===== config.mk =====
export PLATFORM = sky130hd
export DESIGN_NAME = arb_corners
export DESIGN_NICKNAME = d
export VERILOG_FILES = /design/src/arb_pkg.sv /design/src/arb_corners.sv
export SDC_FILE = /design/constraint.sdc
export NUM_CORES = 1
export LEC_CHECK = 0
export ABC_AREA = 1
export ABC_CLOCK_PERIOD_IN_PS = 12400
export BUFFER_PORTS_ARGS = -buffer_cell sky130_fd_sc_hd__buf_2
export CAP_MARGIN = 20
export CORE_ASPECT_RATIO = 0.9
export CORE_MARGIN = 2
export CORE_UTILIZATION = 59
export CTS_BUF_LIST = sky130_fd_sc_hd__clkbuf_4 sky130_fd_sc_hd__clkbuf_8
export CTS_CLUSTER_SIZE = 25
export DETAILED_ROUTE_END_ITERATION = 10
export HOLD_SLACK_MARGIN = 0.12
export PLACE_DENSITY = 0.89
export SYNTH_ARGS = -nofsm -noshare
export SYNTH_HDL_FRONTEND = slang
export SYNTH_SLANG_ARGS = --single-unit

===== constraint.sdc =====
create_clock -name clk_i -period 12.4 [get_ports clk_i]
set_clock_uncertainty 0.05 [all_clocks]
set_input_delay 2.48 -clock clk_i [delete_from_list [all_inputs] [get_ports clk_i]]
set_output_delay 2.48 -clock clk_i [all_outputs]
set_load 0.03 [all_outputs]

===== src/arb_pkg.sv =====
// Package with shared widths, types and saturation helpers for the affine box unit.
`default_nettype none

package arb_pkg;

  localparam int COORD_BITS   = 32;
  localparam int FRAC_BITS    = 16;
  localparam int PROD_BITS    = 2 * COORD_BITS;
  localparam int SHP_BITS     = PROD_BITS - FRAC_BITS;
  localparam int ACC_BITS     = SHP_BITS + 2;
  localparam int CFG_IDX_BITS = 3;

  typedef logic signed [COORD_BITS-1:0] coord_t;
  typedef logic signed [SHP_BITS-1:0]   shprod_t;
  typedef logic signed [ACC_BITS-1:0]   acc_t;
  typedef logic [COORD_BITS-2:0]        extent_t;
  typedef coord_t [3:0]                 quad_t;

  typedef enum logic [CFG_IDX_BITS-1:0] {
    REG_M11  = 3'd0,
    REG_M12  = 3'd1,
    REG_M21  = 3'd2,
    REG_M22  = 3'd3,
    REG_OFFX = 3'd4,
    REG_OFFY = 3'd5
  } cfg_reg_e;

  typedef struct packed {
    coord_t m11;
    coord_t m12;
    coord_t m21;
    coord_t m22;
    coord_t off_x;
    coord_t off_y;
  } coef_t;

  typedef struct packed {
    coord_t x0;
    coord_t y0;
    coord_t x1;
    coord_t y1;
  } corners_t;

  localparam coord_t COORD_MAX = {1'b0, {(COORD_BITS-1){1'b1}}};
  localparam coord_t COORD_MIN = {1'b1, {(COORD_BITS-1){1'b0}}};
  localparam coord_t COEF_ONE  = coord_t'(64'd1 << FRAC_BITS);

  function automatic acc_t sext_coord(input coord_t v);
    return {{(ACC_BITS-COORD_BITS){v[COORD_BITS-1]}}, v};
  endfunction

  function automatic acc_t sext_shp(input shprod_t v);
    return {{(ACC_BITS-SHP_BITS){v[SHP_BITS-1]}}, v};
  endfunction

  // Clamps a wide sum into the signed coordinate range.
  function automatic coord_t sat_coord(input acc_t v);
    logic [ACC_BITS-COORD_BITS:0] top;
    top = v[ACC_BITS-1:COORD_BITS-1];
    if ((&top) || (~|top)) begin
      return v[COORD_BITS-1:0];
    end else if (v[ACC_BITS-1]) begin
      return COORD_MIN;
    end else begin
      return COORD_MAX;
    end
  endfunction

endpackage

`default_nettype wire


===== src/arb_corners.sv =====
// First pipeline stage: forms the far corner coordinates of the rectangle.
`default_nettype none

module arb_corners import arb_pkg::*; (
  input  logic     clk_i,
  input  logic     rst_ni,
  input  logic     in_valid_i,
  output logic     in_ready_o,
  input  coord_t   rect_left_i,
  input  coord_t   rect_top_i,
  input  coord_t   rect_width_i,
  input  coord_t   rect_height_i,
  output logic     out_valid_o,
  input  logic     out_ready_i,
  output corners_t corners_o
);

  logic     valid_q;
  corners_t corners_d, corners_q;

  assign in_ready_o = !valid_q || out_ready_i;

  always_comb begin
    corners_d.x0 = rect_left_i;
    corners_d.y0 = rect_top_i;
    corners_d.x1 = sat_coord(sext_coord(rect_left_i) + sext_coord(rect_width_i));
    corners_d.y1 = sat_coord(sext_coord(rect_top_i) + sext_coord(rect_height_i));
  end

  always_ff @(posedge clk_i or negedge rst_ni) begin
    if (!rst_ni) begin
      valid_q <= 1'b0;
    end else if (in_ready_o) begin
      valid_q <= in_valid_i;
    end
  end

  always_ff @(posedge clk_i) begin
    if (in_ready_o && in_valid_i) begin
      corners_q <= corners_d;
    end
  end

  assign out_valid_o = valid_q;
  assign corners_o   = corners_q;

endmodule

`default_nettype wire


==> impl_metrics.env <==
export IMPL_status="completed"
export IMPL_nets=1590
export IMPL_drt_iter0_drc=758
export IMPL_cts_buffer_depth=2
export IMPL_p_int_uw=894
export IMPL_cp_num_buf_inv=3
export IMPL_diodes=0
export IMPL_die_area_um2=16300
export IMPL_io_buffers=261
export IMPL_min_path_type="flip-flop to flip-flop"
export IMPL_place_gp_congestion=0.978
export IMPL_wirelength_mm=24.6
export IMPL_area_growth_pct=21.0
export IMPL_power_leakage_nw=5.65
export IMPL_required_ps=9870
export IMPL_vias_per_cell=5.27
export IMPL_drc=0
export IMPL_yosys_area_share_simple=0.300
export IMPL_critPathLaunchType="input port"
export IMPL_synth_distinct_cells=29
export IMPL_power_switching_share=0.371
export IMPL_slowest_stage="buf_2"
export IMPL_grt_pass1_vias=7884
export IMPL_grt_antenna_before_repair=0
export IMPL_syn_num_nets=1318
export IMPL_syn_area_um2=9000
export IMPL_cpPeakStageDelay_ps=180
export IMPL_cts_sinks=129
export IMPL_ys_ff_latch=129
export IMPL_overflow=0
export IMPL_fp_dieH_um=121
export IMPL_num_rows=42
export IMPL_maxSlewHeadroom=0.424
export IMPL_cts_tree="built"
export IMPL_dp_hpwl_mm=19.7
export IMPL_synthAdderAreaFrac=0.0934
export IMPL_insertion_delay_ps=460
export IMPL_crit_path_end_kind="output pin"
export IMPL_cp_max_fo=2
export IMPL_crit_top_cell="buf_2"
export IMPL_grt_max_degree=66
export IMPL_rsz0062_at_grt="false"
export IMPL_crit_family="buffers and inverters"
export IMPL_numCtsBuffers=17
export IMPL_holdBufCountCts=0
export IMPL_maxSlewViolCount=0
export IMPL_htree_levels=4
export IMPL_io_pin_count=262
export IMPL_start_util=0.607
export IMPL_synth_mux_area_frac=0
export IMPL_synth_compound_area_share=0.0746
export IMPL_path_clk_slew_ps=80
export IMPL_final_common_cell="nand2_1"
export IMPL_synth_top_family_by_area="simple AND/OR/NAND/NOR gates"
export IMPL_multi_input_area_um2=4550
export IMPL_avgSynthCellArea_um2=8.04
export IMPL_ys_seq_area_frac=0.430
export IMPL_placed_cells=1571
export IMPL_core_um2=14800
export IMPL_clock_fmax_mhz=183
export IMPL_ys_warn_count=0
export IMPL_power_switching_uw=527
export IMPL_dieWidth_um=134
export IMPL_period_minus_slack_ps=5460
export IMPL_p_per_area_nw_per_um2=130
export IMPL_drtAntennaViolNets=0
export IMPL_final_cells=1603
export IMPL_grt_usage=0.310
export IMPL_synth_cells=1120
export IMPL_final_hold_violation_count=0
export IMPL_cts_root_buf="clkbuf_8"
export IMPL_criticalPathCategory="input port to output pin"
export IMPL_cts_resized=0
export IMPL_pwr_share_seq=0.389
export IMPL_period_share=0.440
export IMPL_final_cell_mix="443 x nand2_1, 261 x buf_2, 128 x edfxtp_1"
export IMPL_finalSetupViolations=0
export IMPL_peakVddDrop_mv=0.109
export IMPL_worstPathArrival_ps=2930
export IMPL_synth_xor_area_frac=0.0360
export IMPL_wl_per_cell_um=15.3
export IMPL_worst_pin_slew_ps=863
export IMPL_post_cts_setup_buffers=0
export IMPL_num_vias=8440
export IMPL_grt_pass1_wl_mm=38.9
export IMPL_ff_latch_area_um2=3870
export IMPL_drive_gt1_frac=0.253
export IMPL_dr_pass1_iters=6
export IMPL_final_setup_tns_ps=0
export IMPL_comb_power_share=0.334
export IMPL_drv_cap=0
export IMPL_fillers=1168
export IMPL_crit_chain="buf_2, inv_1, nand2_1, buf_2"
export IMPL_pwr_share_clk=0.276
sequential cells by signal, indices dropped and copies added (netlist names):
signal,flops
out_valid_o,1
corners_o,128
area by class of cell:
class	instances	share of cell area
clock inverter	14	0.0163
clock buffer	18	0.0222
sequential	129	0.355
inverter	129	0.0445
multi-input combinational	852	0.418
timing repair buffer	263	0.121
tap	198	0.0228
cells in the mapped netlist, drive strengths merged:
library cell / instances / share of area
xnor2: 9 / 0.0088
nand3b: 16 / 0.013
nor4: 2 / 0.0014
o21bai: 14 / 0.012
nand3: 39 / 0.026
inv: 129 / 0.054
ha: 64 / 0.089
buf: 10 / 0.013
nor3: 6 / 0.0033
or2: 2 / 0.0014
dfrtp: 1 / 0.0028
fa: 2 / 0.0044
o21ai: 32 / 0.024
edfxtp: 128 / 0.43
nor2: 102 / 0.048
nand2: 469 / 0.21
xor2: 28 / 0.027
a21oi: 67 / 0.039
tightest hold or removal path, delay by kind of cell, from the launching register on:
kind / cells / cell delay, ps
flip-flops: 1 / 430
AND/OR/NAND/NOR: 2 / 160
through the flow:
stage	total power, mW	hold slack (ps)	setup WS [ps]	area, µm²	utilization
final	1.42	571	6940	10900	0.735
after global placement	1.02	507	6950	10500	0.706
after CTS	1.42	575	6950	10900	0.735
after floorplan	0.912	845	3010	9000	-
after detailed placement	1.03	556	6950	10500	0.706
after global routing	1.49	637	6890	10900	0.735
worst paths after layout:
path | cells past startpoint | start | slack [ps] | endpoint
hold reg to reg | 2 | out_valid_o | 570 | out_valid_o
setup reg to reg | 3 | out_valid_o | 9900 | corners_o[94]
min in group asynchronous | 1 | rst_ni | 1730 | out_valid_o
hold / removal | 2 | out_valid_o | 570 | out_valid_o
max in group asynchronous | 1 | rst_ni | 10480 | out_valid_o
setup / recovery | 4 | out_ready_i | 6940 | in_ready_o
power by group through the flow:
stage / clock (mW) / combinational, mW / sequential, mW
3_5_place_dp: 0 / 0.468 / 0.563
4_1_cts: 0.394 / 0.470 / 0.553
3_3_place_gp: 0 / 0.457 / 0.561
2_1_floorplan: 0 / 0.260 / 0.651
6_report: 0.393 / 0.475 / 0.553
5_1_grt: 0.409 / 0.521 / 0.556
per-layer routing:
| layer | GRT usage | routed length, µm | vias to the layer above |
|---|---|---|---|
| met1 | 0.432 | 10700 | 3775 |
| met3 | 0.0602 | 2210 | 48 |
| met5 | 0 | 0 | - |
| li1 | - | - | 4180 |
| met2 | 0.488 | 11100 | 437 |
| met4 | 0.104 | 620 | 0 |
logic make-up after synthesis:
logic type / Yosys count
AO/OA/AOI/OAI: 113
XOR/XNOR: 37
adder cells (fa/ha/maj): 66
buffers and inverters: 139
flip-flops: 129
AND/OR/NAND/NOR: 636
Power figures use the tool's default switching activity.
