<file path="src/arb_pkg.sv">
// Package with shared widths, types and saturation helpers for the affine box unit.
`default_nettype none

package arb_pkg;

  localparam int COORD_BITS   = 32;
  localparam int FRAC_BITS    = 16;
  localparam int PROD_BITS    = 2 * COORD_BITS;
  localparam int SHP_BITS     = PROD_BITS - FRAC_BITS;
  localparam int ACC_BITS     = SHP_BITS + 2;
  localparam int CFG_IDX_BITS = 3;

  typedef logic signed [COORD_BITS-1:0] coord_t;
  typedef logic signed [SHP_BITS-1:0]   shprod_t;
  typedef logic signed [ACC_BITS-1:0]   acc_t;
  typedef logic [COORD_BITS-2:0]        extent_t;
  typedef coord_t [3:0]                 quad_t;

  typedef enum logic [CFG_IDX_BITS-1:0] {
    REG_M11  = 3'd0,
    REG_M12  = 3'd1,
    REG_M21  = 3'd2,
    REG_M22  = 3'd3,
    REG_OFFX = 3'd4,
    REG_OFFY = 3'd5
  } cfg_reg_e;

  typedef struct packed {
    coord_t m11;
    coord_t m12;
    coord_t m21;
    coord_t m22;
    coord_t off_x;
    coord_t off_y;
  } coef_t;

  typedef struct packed {
    coord_t x0;
    coord_t y0;
    coord_t x1;
    coord_t y1;
  } corners_t;

  localparam coord_t COORD_MAX = {1'b0, {(COORD_BITS-1){1'b1}}};
  localparam coord_t COORD_MIN = {1'b1, {(COORD_BITS-1){1'b0}}};
  localparam coord_t COEF_ONE  = coord_t'(64'd1 << FRAC_BITS);

  function automatic acc_t sext_coord(input coord_t v);
    return {{(ACC_BITS-COORD_BITS){v[COORD_BITS-1]}}, v};
  endfunction

  function automatic acc_t sext_shp(input shprod_t v);
    return {{(ACC_BITS-SHP_BITS){v[SHP_BITS-1]}}, v};
  endfunction

  // Clamps a wide sum into the signed coordinate range.
  function automatic coord_t sat_coord(input acc_t v);
    logic [ACC_BITS-COORD_BITS:0] top;
    top = v[ACC_BITS-1:COORD_BITS-1];
    if ((&top) || (~|top)) begin
      return v[COORD_BITS-1:0];
    end else if (v[ACC_BITS-1]) begin
      return COORD_MIN;
    end else begin
      return COORD_MAX;
    end
  endfunction

endpackage

`default_nettype wire

</file>
<file path="src/arb_bounds.sv">
// Minimum and maximum search over the mapped corners, then extent saturation.
`default_nettype none

module arb_bounds import arb_pkg::*; (
  input  logic    clk_i,
  input  logic    rst_ni,
  input  logic    in_valid_i,
  output logic    in_ready_o,
  input  quad_t   cx_i,
  input  quad_t   cy_i,
  output logic    out_valid_o,
  input  logic    out_ready_i,
  output coord_t  box_left_o,
  output coord_t  box_top_o,
  output extent_t box_width_o,
  output extent_t box_height_o
);

  logic    mm_valid_q, ext_valid_q;
  logic    mm_ready, ext_ready;
  coord_t  lo_x_d, hi_x_d, lo_y_d, hi_y_d;
  coord_t  lo_x_q, hi_x_q, lo_y_q, hi_y_q;
  coord_t  left_q, top_q;
  extent_t width_d, height_d, width_q, height_q;
  logic signed [COORD_BITS:0] dw, dh;

  assign ext_ready  = !ext_valid_q || out_ready_i;
  assign mm_ready   = !mm_valid_q || ext_ready;
  assign in_ready_o = mm_ready;

  always_comb begin
    coord_t vx, vy;
    lo_x_d = $signed(cx_i[0]);
    hi_x_d = $signed(cx_i[0]);
    lo_y_d = $signed(cy_i[0]);
    hi_y_d = $signed(cy_i[0]);
    for (int c = 1; c < 4; c++) begin
      vx = $signed(cx_i[c]);
      vy = $signed(cy_i[c]);
      if (vx < lo_x_d) lo_x_d = vx;
      if (vx > hi_x_d) hi_x_d = vx;
      if (vy < lo_y_d) lo_y_d = vy;
      if (vy > hi_y_d) hi_y_d = vy;
    end
  end

  // The difference is never negative; only the upper clamp can act.
  always_comb begin
    dw = {hi_x_q[COORD_BITS-1], hi_x_q} - {lo_x_q[COORD_BITS-1], lo_x_q};
    dh = {hi_y_q[COORD_BITS-1], hi_y_q} - {lo_y_q[COORD_BITS-1], lo_y_q};
    width_d  = dw[COORD_BITS-1] ? COORD_MAX[COORD_BITS-2:0] : dw[COORD_BITS-2:0];
    height_d = dh[COORD_BITS-1] ? COORD_MAX[COORD_BITS-2:0] : dh[COORD_BITS-2:0];
  end

  always_ff @(posedge clk_i or negedge rst_ni) begin
    if (!rst_ni) begin
      mm_valid_q  <= 1'b0;
      ext_valid_q <= 1'b0;
    end else begin
      if (mm_ready) begin
        mm_valid_q <= in_valid_i;
      end
      if (ext_ready) begin
        ext_valid_q <= mm_valid_q;
      end
    end
  end

  always_ff @(posedge clk_i) begin
    if (mm_ready && in_valid_i) begin
      lo_x_q <= lo_x_d;
      hi_x_q <= hi_x_d;
      lo_y_q <= lo_y_d;
      hi_y_q <= hi_y_d;
    end
    if (ext_ready && mm_valid_q) begin
      left_q   <= lo_x_q;
      top_q    <= lo_y_q;
      width_q  <= width_d;
      height_q <= height_d;
    end
  end

  assign out_valid_o  = ext_valid_q;
  assign box_left_o   = left_q;
  assign box_top_o    = top_q;
  assign box_width_o  = width_q;
  assign box_height_o = height_q;

endmodule

`default_nettype wire
</file>
<file path="config.mk">
export PLATFORM = sky130hd
export DESIGN_NAME = arb_bounds
export DESIGN_NICKNAME = d
export VERILOG_FILES = /design/src/arb_pkg.sv /design/src/arb_bounds.sv
export SDC_FILE = /design/constraint.sdc
export NUM_CORES = 1
export LEC_CHECK = 0
export ABC_AREA = 1
export BUFFER_PORTS_ARGS = -buffer_cell sky130_fd_sc_hd__clkbuf_2
export CORE_UTILIZATION = 25
export DETAILED_ROUTE_END_ITERATION = 16
export SLEW_MARGIN = 10
export SYNTH_ARGS = -nofsm -noshare
export SYNTH_HDL_FRONTEND = slang
export SYNTH_SLANG_ARGS = --single-unit
</file>
<file path="constraint.sdc">
create_clock -name clk_i -period 8.91 [get_ports clk_i]
set_clock_uncertainty 0.15 [all_clocks]
set_input_delay 1.782 -clock clk_i [delete_from_list [all_inputs] [get_ports clk_i]]
set_output_delay 1.782 -clock clk_i [all_outputs]
set_load 0.01 [all_outputs]
</file>
==> results.md <==
- Run status: completed
- Die area: roughly 93000 sq um
- Final nets: just under 4000
- CTS Buffer Depth: 3
- Final WS setup: between 0.5 and 0.6 ns
- Routed WL: between 70000 and 80000 um
- IO Port Bufs: 387
- Syn Area/Cell: 8.03 sq um
- Worst-Margin Slew: about 0.9 ns
- Cells after synthesis: ~2800
- Placement Cell Area: roughly 26000 sq um
- First-pass GRT wire length: about 120000 um
- Max Freq: 120 MHz
- CP top delay family: compound AO/OA/AOI/OAI gates
- Cell Pwr Density: 275 nW/um^2
- Static Leak: between 10 and 15 nW
- DRC: 0
- Syn Nets: 3483
- Vias per inst: roughly 4.8
- Non-Filler Instances: ~4400
- Post-DP HPWL: just under 70000 um
- Pre-antenna DRT Iters: 7
- Final hold vios: 0
- GRT Total Usage: 16.6%
- Fin Hold WS: between 0.2 and 0.3 ns
- CTS tree: done
- Final setup viols: 0
- Number of synthesized flops with an enable pin: between 200 and 300
- Gp weighted congestion: just under 1
- Hold path startpoint: lo_y_q[13]
- CP Max Fanout: 62
- Clk slew on worst S/H paths: roughly 0.06 ns
- WP buf/inv: 6
- Sequential area share after synthesis: 33.6%
- WS Path Type: input pin to flop
- Clk root buf: clkbuf_16
- Worst setup startpoint: cx_i[31]
- H-tree depth: 1
- Max Cap Viol: 0
- Commonest cells after routing, fill and taps aside: nand2_1 (693), clkbuf_2 (387), ha_1 (374), inv_1 (322), edfxtp_1 (254)
- Clk Latency, worst-skew pair: ~0.54 ns
- Fillers: 9711
- ANT nets after route: 0
- Synth Flop Type: edfxtp_1
- Slew HR: between 40% and 50%
- Async SR Flop Fraction: less than 1%
- Top Ports: slightly below 400
- Tmin final: 8.37 ns
- Slowest cell delay on critical path: about 0.48 ns
- Dpl cells: around 4400
- Max Slew Vio Count: 0
- Seq cells post-synth: approximately 260
- WL/cell: about 18 um
- Vias in the first global route: between 15000 and 20000
- Post-Syn Area: roughly 23000 sq um
- Die width: 304 um
- Largest net degree at the start of global routing: 66
- WP data arrival: ~8.6 ns
- CP max-delay cell: a221oi_1
- Layout cell share with drive strength beyond 1: 17.0%
- Row count: between 100 and 150
- Post_cts resized: 0
- Pre-CTS worst setup slack: -0.242 ns
- Req. time, crit path: between 9 and 10 ns
- Final Cell Area: ~27000 sq um
- Unrepaired setup endpoints after global routing: false
- CTS Buf Count: 27
- Total grt overflow: 0
- Syn-to-layout area delta: 18.7%
- Crit path capture type: flop
- Post-CTS Hold Fix Bufs: 0
- Core area: around 90000 sq um
- Library cells used by synthesis: 57
- Initial antenna violation count: 24
- Most Frequent Cell on Critical Path: a21oi_1
- Die height: around 300 um
- Maximum vdd ir drop: approximately 0.14 mV
- Initial core utilization: between 20% and 30%
- Worst min path class: flop to flop
- Synth warnings: 0
- Worst Setup Start Kind: input pin
- Commonest non-fill, non-tap cell in the layout: nand2_1
- Postcts setup bufs: 0
- Via Count: 21150
- Clk sinks: roughly 260
- Total power: roughly 7.5 mW
- Crit Reg-Reg Startpoint: lo_x_q[2]
- Tcrit/Tclk final: 93.9%
- First DRT Iteration DRCs: 1696
## power by group
group	total [mW]	switching, mW	internal, mW
logic	4.22	2.72	1.49
clock network	1.06	0.472	0.587
registers	2.19	0.214	1.97
total	7.46	3.41	4.05
## worst reg2reg max path: stages, from the launching register on
cell and delay (ns):
edfxtp_1 0.35, inv_1 0.05, ha_1 0.35, nand2_1 0.10
nor2_1 0.05, a211oi_2 0.21, o21ai_1 0.14, a21oi_1 0.18
o21bai_1 0.13, a21oi_1 0.24, inv_1 0.13, a21oi_2 0.21
inv_1 0.06, a21oi_1 0.21, inv_1 0.06, nand3_1 0.09
o21bai_1 0.10, nand3_1 0.14, o21bai_2 0.10, a211oi_2 0.30
xnor2_2 0.26, buf_4 0.35, a21boi_0 0.21, o21ai_0 0.17
## flip-flops by register name, summed over array words and instances, names as in the netlist
name / flops
out_valid_o: 1
lo_y_q: 32
box_height_o: 31
box_top_o: 32
hi_y_q: 32
box_left_o: 32
box_width_o: 31
lo_x_q: 32
hi_x_q: 32
mm_valid_q: 1
## cell usage after synthesis, drive strengths merged, types with 2 or more instances
master / n / area, sq um
a2111oi: 7 / 62.6
or3: 2 / 12.5
o2111ai: 5 / 43.8
a211oi: 17 / 143
buf: 43 / 289
edfxtp: 254 / 7630
nor2: 108 / 410
or2: 5 / 31.3
inv: 327 / 1230
nand4: 34 / 213
nand3: 213 / 1120
o221ai: 4 / 35.0
xnor2: 15 / 139
a21o: 10 / 75.1
o21a: 7 / 52.6
a21boi: 6 / 45.1
ha: 374 / 4680
a31oi: 9 / 56.3
o41ai: 2 / 17.5
clkbuf: 47 / 176
o211ai: 9 / 67.6
nor4: 9 / 56.3
dfrtp: 2 / 50.1
xor2: 35 / 314
a21oi: 224 / 1140
nand2: 709 / 2730
nor3b: 2 / 20.0
fa: 2 / 40.0
a221oi: 2 / 17.5
nor3: 11 / 55.1
and2: 3 / 18.8
o21ai: 332 / 1760
o21bai: 14 / 116
## per-stage QoR
step | setup TNS [ns] | utilization [%]
after floorplan | 0 | -
after global placement | -1.72 | 29.1
after detailed placement | -2.41 | 29.1
after CTS | 0 | 30.0
after global routing | 0 | 30.1
final | 0 | 30.1
## layer usage
| metal | share of wire, % | up-vias | wire [um] | GRT usage, % |
|---|---|---|---|---|
| li1 | - | 10650 | - | - |
| met1 | 47 | 9633 | 37800 | 23.9 |
| met2 | 43 | 722 | 34200 | 25.0 |
| met3 | 6.3 | 131 | 5060 | 2.09 |
| met4 | 3.3 | 14 | 2670 | 6.42 |
| met5 | 0.12 | - | 96 | 0 |
## path summary, 6_finish.rpt
check | slack [ns] | endpoint | cells past startpoint
worst max register to register | 4.28 | box_width_o[30] | 23
min in group asynchronous | 0.87 | mm_valid_q | 1
worst max-delay path | 0.54 | hi_x_q[7] | 36
worst min register to register | 0.30 | box_top_o[13] | 0
worst min-delay path | 0.30 | box_top_o[13] | 0
max in group asynchronous | 7.64 | out_valid_o | 1
## final cells by class
class	count	area (sq um)	share of cell area (%)
diodes	13	32.5	0.120
clock buffers	32	694	2.56
clock inverters	16	123	0.452
inverters	328	1230	4.55
multi-input cells	2173	13500	49.9
flip-flops and latches	256	7680	28.3
well taps	1176	1470	5.42
repair buffers	433	2370	8.75
## kinds of logic after synthesis
logic type               after synthesis  synth area share [%]
AND/OR/NAND/NOR                     1098                  20.5
AO/OA/AOI/OAI                        649                  15.9
buffers and inverters                418                  7.42
adder cells (fa/ha/maj)              376                  20.6
flip-flops                           256                  33.6
XOR/XNOR                              50                  1.98
(Power assumes the default switching activity.)
